==> config.mk <==
export PLATFORM = sky130hd
export DESIGN_NAME = tpqi_fifo
export DESIGN_NICKNAME = d
export VERILOG_FILES = /design/src/design/tpqi_fifo.sv
export SDC_FILE = /design/constraint.sdc
export NUM_CORES = 1
export LEC_CHECK = 0
export BUFFER_PORTS_ARGS = -buffer_cell sky130_fd_sc_hd__buf_2
export CAP_MARGIN = 10
export CORE_UTILIZATION = 55
export DETAILED_ROUTE_END_ITERATION = 6
export PLACE_DENSITY = 0.76
export SLEW_MARGIN = 10
export SYNTH_ARGS = -nofsm -noshare
export SYNTH_HDL_FRONTEND = slang
export SYNTH_SLANG_ARGS = --single-unit
==> constraint.sdc <==
create_clock -name clock -period 1.9 [get_ports clock]
set_input_delay 0.38 -clock clock [delete_from_list [all_inputs] [get_ports clock]]
set_output_delay 0.38 -clock clock [all_outputs]
set_load 0.02 [all_outputs]
==> src/design/tpqi_fifo.sv <==
// Small register FIFO that decouples the front end from the back end.
// Generic; no package dependency.
`default_nettype none

module tpqi_fifo #(
   parameter int WIDTH = 8,
   parameter int DEPTH = 4
) (
   input  logic             clock,
   input  logic             reset,
   input  logic             push,
   input  logic [WIDTH-1:0] push_data,
   output logic             full,
   input  logic             pop,
   output logic [WIDTH-1:0] pop_data,
   output logic             empty
);

   localparam int PW = (DEPTH > 1) ? $clog2(DEPTH) : 1;
   localparam int CW = $clog2(DEPTH + 1);

   logic [WIDTH-1:0] store_ff [DEPTH];
   logic [PW-1:0]    wr_ptr_ff, wr_ptr_in;
   logic [PW-1:0]    rd_ptr_ff, rd_ptr_in;
   logic [CW-1:0]    count_ff, count_in;

   assign full     = (count_ff == CW'(DEPTH));
   assign empty    = (count_ff == '0);
   assign pop_data = store_ff[rd_ptr_ff];

   always_comb begin
      wr_ptr_in = wr_ptr_ff;
      rd_ptr_in = rd_ptr_ff;
      count_in  = count_ff;
      if (push) begin
         wr_ptr_in = (wr_ptr_ff == PW'(DEPTH - 1)) ? '0 : wr_ptr_ff + 1'b1;
      end
      if (pop) begin
         rd_ptr_in = (rd_ptr_ff == PW'(DEPTH - 1)) ? '0 : rd_ptr_ff + 1'b1;
      end
      case ({push, pop})
         2'b10:   count_in = count_ff + 1'b1;
         2'b01:   count_in = count_ff - 1'b1;
         default: count_in = count_ff;
      endcase
   end

   always_ff @(posedge clock) begin
      if (reset) begin
         wr_ptr_ff <= '0;
         rd_ptr_ff <= '0;
         count_ff  <= '0;
      end else begin
         wr_ptr_ff <= wr_ptr_in;
         rd_ptr_ff <= rd_ptr_in;
         count_ff  <= count_in;
      end
   end

   always_ff @(posedge clock) begin
      if (push) begin
         store_ff[wr_ptr_ff] <= push_data;
      end
   end

endmodule

`default_nettype wire

==> impl_metrics.json <==
{
  "outcome": "finished clean",
  "htree_num_levels": 2,
  "vias_per_cell": 5.43,
  "finalSetupTns_ps": 0,
  "async_flop_share": 0,
  "nets": 137,
  "p_leak_uw": 0.000711,
  "post-route-period-util": 0.995,
  "ys_seq_area_frac": 0.711,
  "cts_setup_buffers": 0,
  "crit_type": "reg -> out",
  "cp_slowest_stage_delay_ps": 520,
  "overflow": 0,
  "hold_class": "in -> reg",
  "avgSynthCellArea_um2": 17.8,
  "clkTransAtPathRegs_ps": 120,
  "coreArea_um2": 2760,
  "final_cell_mix": "edfxtp_1, buf_2, mux4_2, buf_6",
  "worst_ep_required_time_ps": 1520,
  "cts_buffer_depth": 2,
  "antenna_left": 0,
  "vias": 815,
  "die_width_um": 56.0,
  "drv_cap": 0,
  "ys.flop_type": "edfxtp_1",
  "netlist_area_um2": 1610,
  "cts_tree": "yes",
  "ir_drop_uv": 908,
  "gp_congestion": 0.665,
  "cts_hold_buffers": 0,
  "wl_um": 2300,
  "rows": 19,
  "io_pins": 22,
  "crit_fanout": 8,
  "ys_ff_latch": 41,
  "max_slew_margin": 0.718,
  "regArea_um2": 1140,
  "slowest_stage": "mux4_2",
  "tightest_slew_ps": 423,
  "diodes": 0,
  "grt_start_max_net_pins": 13,
  "clk_latency_ps": 340,
  "cts_sinks": 41,
  "synth.distinct_cells": 18,
  "finalClockSkew_ps": 13.2,
  "synth-warning-count": 0,
  "start_kind": "flip-flop",
  "nFillCells": 196,
  "rsz0062_at_grt": "true",
  "period_minus_slack_ps": 1890,
  "synthCells": 90,
  "grt_use_total": 0.173,
  "hp-start": "push_data[0]",
  "numCtsBuffers": 5,
  "antenna_found_initial": 0,
  "fin_hold_ws_ps": 248,
  "first_iter_violations": 32,
  "synth_nets": 109,
  "crit_chain": "buf_12 -> mux4_2 -> buf_6",
  "slew_viol_final": 0,
  "dieArea_um2": 3140,
  "setup_viol": 0,
  "final_common_cell": "edfxtp_1",
  "cp.arrival_ps": 1510,
  "drive_above_1_share": 0.336,
  "multi_input_area_um2": 422,
  "end_kind": "output port",
  "grt_pass1_vias": 837,
  "hold_violations": 0,
  "fp.dieH_um": 56.0,
  "grt_pass1_wl_um": 3800,
  "place_hpwl_um": 1560,
  "wl_per_cell_um": 15.3,
  "cellPowerDensity_nw_per_um2": 983,
  "start_util": 0.582,
  "port_buffers": 21,
  "drc": 0,
  "synth_edf_count": 32,
  "drtPass1Iterations": 4,
  "syn2layout_area_growth_pct": 18.2,
  "r2r_start": "count_ff[0]$_SDFFE_PP0P_",
  "clock-root-buffer": "clkbuf_4",
  "max_freq_mhz": 529
}
==> kinds of logic (layout without fill, tap and decap cells) <==
group           count (synthesis)  in the layout  share of synthesized area
compound gates                  5              5                     0.0156
xor+xnor                        2              2                     0.0109
fa+ha+maj                       7              7                     0.0592
buf+inv                         9             38                     0.0265
flops                          41             41                      0.711
mux                            10             10                      0.125
simple gates                   16             16                     0.0522
==> power breakdown <==
part           total (uW)  internal (uW)  switching [uW]
logic                 252            125             128
clock network         576            314             262
registers            1040           1010            24.5
total                1870           1450             414
==> sequential cells by signal, indices dropped and copies added (netlist names), named ones only <==
name,count
wr_ptr_ff,2
count_ff,3
rd_ptr_ff,2
store_ff,32
==> what timing repair did <==
item                                    CTS  global route
endpoints found under the setup margin    8             8
pin swaps                                 0             0
resized for setup                        15             6
==> synthesized netlist by cell type, drive strengths merged, types with 2 or more instances <==
cell type / count / area [um2]
mux4: 8 / 180
nor2: 7 / 26.3
nor3b: 2 / 15.0
a21oi: 4 / 20.0
ha: 6 / 75.1
dfxtp: 9 / 180
inv: 7 / 26.3
and2: 4 / 25.0
xor2: 2 / 17.5
mux2i: 2 / 20.0
edfxtp: 32 / 961
==> worst max-delay path, delay by kind of cell, from the launching register on <==
family                 cells  cell delay, ps
buffers and inverters      2             280
flip-flops                 1             360
multiplexers               1             520
==> layout make-up <==
cell class,count,share of cell area
Clock buffer,7,0.0290
Inverter,7,0.0138
Multi-Input combinational cell,40,0.222
Timing Repair Buffer,23,0.0962
Sequential cell,41,0.603
Clock inverter,1,0.0158
Tap cell,31,0.0204
==> per-stage QoR <==
stage	power, uW	area (um2)	worst slack, ps	instances	util
floorplan	1200	1610	252	90	-
global placement	1270	1750	122	142	0.634
detailed placement	1280	1750	29.7	142	0.634
CTS	1880	1880	-27.4	150	0.681
global route	1950	1900	-53.3	150	0.688
finish	1870	1900	9.14	150	0.688
==> routing by layer <==
metal / track usage / vias to the layer above / wire (um)
li1: - / 394 / -
met1: 0.197 / 399 / 979
met2: 0.281 / 20 / 1200
met3: 0.0512 / 2 / 109
met4: 0.115 / 0 / 8
met5: 0 / - / 0
==> worst paths after layout <==
check,to,slack [ps],depth (start not counted)
worst max-delay path,pop_data[2],9,3
worst min-delay path,store_ff[0][0]$_DFFE_PP_,250,1
worst max register to register,count_ff[2]$_SDFFE_PP0P_,340,5
worst min register to register,count_ff[2]$_SDFFE_PP0P_,520,2
(Power assumes the default switching activity.)
