### config.mk
export PLATFORM = sky130hd
export DESIGN_NAME = tpqi_front
export DESIGN_NICKNAME = d
export VERILOG_FILES = /design/src/design/tpqi_pkg.sv /design/src/design/tpqi_front.sv
export SDC_FILE = /design/constraint.sdc
export NUM_CORES = 2
export LEC_CHECK = 0
export CORE_UTILIZATION = 39
export CTS_BUF_LIST = sky130_fd_sc_hd__clkbuf_16
export CTS_CLUSTER_SIZE = 28
export DETAILED_ROUTE_END_ITERATION = 8
export DONT_BUFFER_PORTS = 1
export PLACE_DENSITY = 0.63
export SLEW_MARGIN = 10
export SYNTH_ARGS = -nofsm -noshare
export SYNTH_HDL_FRONTEND = slang
export SYNTH_SLANG_ARGS = --single-unit
### constraint.sdc
create_clock -name clock -period 34.2 [get_ports clock]
set_clock_uncertainty 0.1 [all_clocks]
set_input_delay 10.26 -clock clock [delete_from_list [all_inputs] [get_ports clock]]
set_output_delay 10.26 -clock clock [all_outputs]
set_load 0.05 [all_outputs]
### src/design/tpqi_pkg.sv
// Shared types and constants for the tabulated potential interpolator.
// Used by the front end, the evaluation back end and the top level.
`default_nettype none

package tpqi_pkg;

   localparam int COL_W      = 4;
   localparam int IDX_W      = 10;
   localparam int DATA_W     = 32;
   localparam int LIM_W      = IDX_W + 2;
   localparam int CHI_W      = 16;
   localparam int WT_W       = 15;
   localparam int QUEUE_DEPTH = 4;

   localparam int REQ_USER_W = 2;
   localparam int REQ_DATA_W = 200;
   localparam int RSP_DATA_W = 2 * DATA_W;

   // req_tdata field positions
   localparam int COLUMN_LSB = 0;
   localparam int DIST_LSB   = 4;
   localparam int SIDX_LSB   = 36;
   localparam int SVAL_LSB   = 46;
   localparam int BEGIN_LSB  = 78;
   localparam int INV_LSB    = 142;
   localparam int FIRST_LSB  = 174;
   localparam int LAST_LSB   = 184;

   typedef enum logic [REQ_USER_W-1:0] {
      REQ_EVAL   = 2'd0,
      REQ_SAMPLE = 2'd1,
      REQ_RANGE  = 2'd2,
      REQ_BOUNDS = 2'd3
   } req_kind_type;

   // control carried through the queue with each word
   typedef struct packed {
      logic             eval;
      logic [2:0]       hit;
      logic [CHI_W-1:0] chi;
      logic [WT_W-1:0]  weight;
   } fb_ctl_type;

endpackage

`default_nettype wire

### src/design/tpqi_front.sv
// Front end: accepts request words, keeps the column descriptors, forms the
// sample index, fraction and read addresses. Depends on tpqi_pkg.
`default_nettype none

module tpqi_front #(
   parameter int TABLE_DEPTH = 1024,
   parameter int NUM_COLUMNS = 16
) (
   input  logic                               clock,
   input  logic                               reset,
   input  logic                               req_tvalid,
   output logic                               req_tready,
   input  logic [tpqi_pkg::REQ_DATA_W-1:0]    req_tdata,
   input  logic [tpqi_pkg::REQ_USER_W-1:0]    req_tuser,
   output logic                               push,
   input  logic                               queue_full,
   output tpqi_pkg::fb_ctl_type               push_ctl,
   output logic [$clog2(TABLE_DEPTH)-1:0]     push_addr0,
   output logic [$clog2(TABLE_DEPTH)-1:0]     push_addr1,
   output logic [$clog2(TABLE_DEPTH)-1:0]     push_addr2,
   output logic [tpqi_pkg::DATA_W-1:0]        push_istep,
   output logic [tpqi_pkg::DATA_W-1:0]        push_wdata
);

   import tpqi_pkg::*;

   localparam int TAW      = $clog2(TABLE_DEPTH);
   localparam int COL_AW   = (NUM_COLUMNS > 1) ? $clog2(NUM_COLUMNS) : 1;
   localparam int MAX_ADDR = TABLE_DEPTH - 1;

   // request fields
   req_kind_type      in_kind;
   logic [COL_W-1:0]  in_column;
   logic [DATA_W-1:0] in_dist, in_sval, in_begin, in_inv;
   logic [IDX_W-1:0]  in_sidx, in_first, in_last;

   assign in_kind   = req_kind_type'(req_tuser);
   assign in_column = req_tdata[COLUMN_LSB +: COL_W];
   assign in_dist   = req_tdata[DIST_LSB +: DATA_W];
   assign in_sidx   = req_tdata[SIDX_LSB +: IDX_W];
   assign in_sval   = req_tdata[SVAL_LSB +: DATA_W];
   assign in_begin  = req_tdata[BEGIN_LSB +: DATA_W];
   assign in_inv    = req_tdata[INV_LSB +: DATA_W];
   assign in_first  = req_tdata[FIRST_LSB +: IDX_W];
   assign in_last   = req_tdata[LAST_LSB +: IDX_W];

   logic              advance, accept, col_ok;
   logic [COL_AW-1:0] col_idx;
   logic              s1_valid_ff, s2_valid_ff, s3_valid_ff;

   assign advance    = !(s3_valid_ff && queue_full);
   assign req_tready = advance;
   assign accept     = req_tvalid && advance;
   assign col_ok     = (32'(in_column) < NUM_COLUMNS);
   assign col_idx    = COL_AW'(in_column);

   // column descriptors; spacing itself is never needed, only its inverse
   logic [DATA_W-1:0] start_ff [NUM_COLUMNS];
   logic [DATA_W-1:0] inv_ff   [NUM_COLUMNS];
   logic [IDX_W-1:0]  first_ff [NUM_COLUMNS];
   logic [IDX_W-1:0]  last_ff  [NUM_COLUMNS];

   always_ff @(posedge clock) begin
      if (accept && col_ok) begin
         case (in_kind)
            REQ_RANGE: begin
               start_ff[col_idx] <= in_begin;
               inv_ff[col_idx]   <= in_inv;
            end
            REQ_BOUNDS: begin
               first_ff[col_idx] <= in_first;
               last_ff[col_idx]  <= in_last;
            end
            default: ;
         endcase
      end
   end

   // only evaluations and in-range sample writes go on to the back end
   logic s1_valid_in;

   always_comb begin
      case (in_kind)
         REQ_EVAL:   s1_valid_in = accept;
         REQ_SAMPLE: s1_valid_in = accept && (32'(in_sidx) < TABLE_DEPTH);
         default:    s1_valid_in = 1'b0;
      endcase
   end

   always_ff @(posedge clock) begin
      if (reset) begin
         s1_valid_ff <= 1'b0;
         s2_valid_ff <= 1'b0;
         s3_valid_ff <= 1'b0;
      end else if (advance) begin
         s1_valid_ff <= s1_valid_in;
         s2_valid_ff <= s1_valid_ff;
         s3_valid_ff <= s2_valid_ff;
      end
   end

   // stage 1: descriptor lookup
   logic              s1_eval_ff, s1_colok_ff;
   logic [DATA_W-1:0] s1_dist_ff, s1_start_ff, s1_inv_ff, s1_wdata_ff;
   logic [IDX_W-1:0]  s1_first_ff, s1_last_ff;
   logic [TAW-1:0]    s1_waddr_ff;

   always_ff @(posedge clock) begin
      if (advance) begin
         s1_eval_ff  <= (in_kind == REQ_EVAL);
         s1_colok_ff <= col_ok;
         s1_dist_ff  <= in_dist;
         s1_start_ff <= col_ok ? start_ff[col_idx] : '0;
         s1_inv_ff   <= col_ok ? inv_ff[col_idx] : '0;
         s1_first_ff <= col_ok ? first_ff[col_idx] : '0;
         s1_last_ff  <= col_ok ? last_ff[col_idx] : '0;
         s1_waddr_ff <= TAW'(in_sidx);
         s1_wdata_ff <= in_sval;
      end
   end

   // stage 2: clamped offset and index headroom
   logic [DATA_W-1:0]       s2_rr_in;
   logic [IDX_W-1:0]        eff_last;
   logic signed [LIM_W-1:0] s2_lim_in;

   always_comb begin
      s2_rr_in = (s1_dist_ff > s1_start_ff) ? s1_dist_ff - s1_start_ff : '0;
      eff_last = (32'(s1_last_ff) > MAX_ADDR) ? IDX_W'(MAX_ADDR) : s1_last_ff;
      // a bad column gets a negative headroom so every sample reads as zero
      s2_lim_in = s1_colok_ff
                ? $signed({2'b00, eff_last}) - $signed({2'b00, s1_first_ff})
                : '1;
   end

   logic                    s2_eval_ff;
   logic [DATA_W-1:0]       s2_rr_ff, s2_inv_ff, s2_wdata_ff;
   logic signed [LIM_W-1:0] s2_lim_ff;
   logic [IDX_W-1:0]        s2_first_ff;
   logic [TAW-1:0]          s2_waddr_ff;

   always_ff @(posedge clock) begin
      if (advance) begin
         s2_eval_ff  <= s1_eval_ff;
         s2_rr_ff    <= s2_rr_in;
         s2_inv_ff   <= s1_inv_ff;
         s2_lim_ff   <= s2_lim_in;
         s2_first_ff <= s1_first_ff;
         s2_waddr_ff <= s1_waddr_ff;
         s2_wdata_ff <= s1_wdata_ff;
      end
   end

   // stage 3: offset times inverse spacing, Q32.32
   logic                    s3_eval_ff;
   logic [2*DATA_W-1:0]     s3_prod_ff;
   logic [DATA_W-1:0]       s3_inv_ff, s3_wdata_ff;
   logic signed [LIM_W-1:0] s3_lim_ff;
   logic [IDX_W-1:0]        s3_first_ff;
   logic [TAW-1:0]          s3_waddr_ff;

   always_ff @(posedge clock) begin
      if (advance) begin
         s3_eval_ff  <= s2_eval_ff;
         s3_prod_ff  <= s2_rr_ff * s2_inv_ff;
         s3_inv_ff   <= s2_inv_ff;
         s3_lim_ff   <= s2_lim_ff;
         s3_first_ff <= s2_first_ff;
         s3_waddr_ff <= s2_waddr_ff;
         s3_wdata_ff <= s2_wdata_ff;
      end
   end

   // queue entry: hit flags, fraction, weight, the three addresses, inverse spacing and write data
   logic [DATA_W-1:0]        k;
   logic [CHI_W-1:0]         chi;
   logic [CHI_W:0]           chi_c;
   logic [2*CHI_W:0]         wprod;
   logic signed [DATA_W:0]   k_s, lim0_s, lim1_s, lim2_s;
   logic [TAW-1:0]           base;

   always_comb begin
      k      = s3_prod_ff[2*DATA_W-1:DATA_W];
      chi    = s3_prod_ff[DATA_W-1:DATA_W-CHI_W];
      chi_c  = (CHI_W + 1)'(1 << CHI_W) - (CHI_W + 1)'(chi);
      wprod  = chi * chi_c;
      // a + i <= last  <=>  k <= (last - first) - i, so no wide add on k
      k_s    = $signed({1'b0, k});
      lim0_s = (DATA_W + 1)'(s3_lim_ff);
      lim1_s = lim0_s - (DATA_W + 1)'(1);
      lim2_s = lim0_s - (DATA_W + 1)'(2);
      base   = TAW'(k) + TAW'(s3_first_ff);

      push_ctl.eval   = s3_eval_ff;
      push_ctl.hit[0] = (k_s <= lim0_s);
      push_ctl.hit[1] = (k_s <= lim1_s);
      push_ctl.hit[2] = (k_s <= lim2_s);
      push_ctl.chi    = chi;
      push_ctl.weight = wprod[CHI_W +: WT_W];

      push_addr0 = s3_eval_ff ? base : s3_waddr_ff;
      push_addr1 = base + TAW'(1);
      push_addr2 = base + TAW'(2);
      push_istep = s3_inv_ff;
      push_wdata = s3_wdata_ff;
   end

   assign push = s3_valid_ff && !queue_full;

endmodule

`default_nettype wire

==> impl_metrics.ini <==
[outcome]
status = finished, final reports clean

[clocking]
post-cts-setup-buffers = 0
tritoncts = yes
cts_buffers = 189
htreeDepth = 4
ctsResizeCount = 0
clkSlewWorstSetupHoldPaths_ns = 0.06
clkSinkCount = 1778
cts_root_buf = clkbuf_16
clock_latency_ns = 0.89
holdBufCountCts = 0
clock_path_buffers = 4

[sta]
fin_crit_sh = 0.623
worst_slew_pin_slew_ns = 1.12
layout_min_cycle_time_ns = 21.32
fmax_ghz = 0.0469
rsz0062_at_grt = no
relSlewSlack = 0.250
maxSlewViolCount = 0
hold_viol_final = 0
setup_viol = 0
final.setup.tns_ns = 0

[yosys]
synthSimpleGateAreaFrac = 0.0828
netlist_top_cells_area = edfxtp_1, fa_1, mux4_2
yosysTopAreaCellShare = 0.483
ys_warn_count = 0
syn-cell-area_um2 = 110000
synth-adder-area-share = 0.259
synth.mux.area_fraction = 0.0867
synth_compound_area_frac = 0.0245
synth_xor_area_frac = 0.0102
postSynthRegisterBits = 1778
synthCells = 7650
synth_top_cell_by_area = edfxtp_1
ys_types = 90
synth_ff_type = edfxtp_1
syn_area_per_cell_um2 = 14.4
synth_top_family_by_area = adder cells
synth_seq_area_share = 0.483
async_reset_ff_frac = 0
synth_edf_count = 1775

[grt]
grt_max_degree = 346
grt_first_pass_wirelength_um = 410000
grt_use_total = 0.191
antenna_found_initial = 12
grt_pass1_vias = 66200
grt-ovfl-total = 0

[setup_path]
critPathMaxFanout = 5
max_stage_delay_ns = 0.70
end_kind = output port
cpMaxStageDelayCell = nor2b_1
path_delay_family = simple AND/OR/NAND/NOR gates
worst_ep_required_time_ns = 23.84
cp_num_buf_inv = 0
path_cells = nor2b_1
arrival_ns = 10.96
critPathLaunchType = input pin
crit_type = in -> out

[route]
via_per_inst = 5.25
dr.pass1.iters = 5
first_iter_violations = 4602
post_drt_wl_per_cell_um = 23.4
drt-total-wl_um = 269000
post-route-drc-count = 0
ant_nets = 0
vias = 60500

[hold_path]
hp-class = reg -> reg

[die]
dieArea_um2 = 285000
core_um2 = 282000
ios = 337
die_h_um = 534
die_w_um = 534
num_rows = 195
initial_core_util = 0.392

[run]
drv_cap = 0

[placement]
hpwl_um = 173000
port_buffers = 0
globalplace.congestion = 0.868

[final_layout]
areaGrowthSynthToFinish_pct = 9.51
drive_above_1_share = 0.115
num-nets-final = 9459
-- through the flow --
step	std cells	cell area (um2)	util	setup WS (ns)	hold slack, ns
6_report	11500	121000	0.429	12.88	0.294
5_1_grt	11500	121000	0.429	12.86	0.285
4_1_cts	11500	121000	0.429	12.87	0.254
3_5_place_dp	11200	115000	0.408	12.87	0.305
3_3_place_gp	11200	115000	0.408	12.87	0.300
2_1_floorplan	7660	110000	-	4.18	0.300
-- flip-flops by register name, indices dropped and copies added (netlist names), 48 cells and up --
register,flops
s3_prod_ff,48
inv_ff,512
start_ff,512
first_ff,160
last_ff,160
-- cell type report --
type	instances	area, um2
Clock buffer	190	4750
Inverter	1181	4430
Timing Repair Buffer	135	1030
Multi-Input combinational cell	4341	51500
Tap cell	3743	4680
Fill cell	25300	161000
Sequential cell	1778	53400
Clock inverter	151	1160
Antenna cell	5	12.5
-- layer usage --
layer	track usage	part of all wire
met2	0.333	0.51
met4	0.0564	0.029
met1	0.239	0.40
met5	0	0.000048
met3	0.0366	0.066
-- logic make-up after synthesis --
logic type / after synthesis
AO/OA/AOI/OAI: 398
flip-flops: 1778
multiplexers: 431
XOR/XNOR: 129
AND/OR/NAND/NOR: 1744
other: 2
buffers and inverters: 1541
adder cells (fa/ha/maj): 1627
-- cells in the mapped netlist (8+ instances only) --
cell type / number
nor2b_1: 62
o21a_1: 14
buf_2: 8
nor4_1: 12
nand3_1: 37
nor3_1: 51
o21ai_0: 65
clkbuf_1: 304
and4_1: 8
a21oi_1: 121
xnor2_1: 84
o21bai_1: 13
buf_4: 17
inv_1: 1180
mux2_2: 9
nand4_1: 34
a21boi_0: 8
buf_1: 29
a21o_1: 80
o21ai_1: 8
nand2_1: 531
xor2_1: 45
mux4_2: 420
ha_1: 523
nor2_1: 166
and2_1: 613
nand2b_1: 171
fa_1: 1104
and3_1: 11
edfxtp_1: 1775
or3_1: 12
-- path summary, 6_finish.rpt --
path	from	end	slack [ns]	depth (start not counted)
hold / removal	s1_waddr_ff[6]	s2_waddr_ff[6]	0.29	0
setup / recovery	queue_full	push	12.88	1
setup reg to reg	s2_inv_ff[17]	s3_prod_ff[60]	25.35	22
hold reg to reg	s1_waddr_ff[6]	s2_waddr_ff[6]	0.29	0
-- cell usage in the layout, fill, tap and decap left out, types with 9 or more instances in the layout --
cell type and instances:
edfxtp_1 1775, inv_1 1218, fa_1 1104, and2_1 613
nand2_1 530, ha_1 523, mux4_2 420, clkbuf_16 190
nand2b_1 171, nor2_1 142, buf_4 134, a21oi_1 121
a21o_1 80, xnor2_1 79, o21ai_0 65, nor2b_1 62
clkinv_1 48, xor2_1 45, nor3_1 43, nand3_1 37
nand4_1 34, clkinv_2 29, nor2_4 25, o21a_1 14
o21bai_1 13, nor4_1 12, or3_1 12, conb_1 12
bufinv_16 12, and3_1 11, mux2_2 9
Power is not shown: default switching activity piles up to over one toggle a cycle in this logic, so the estimate is an artifact.
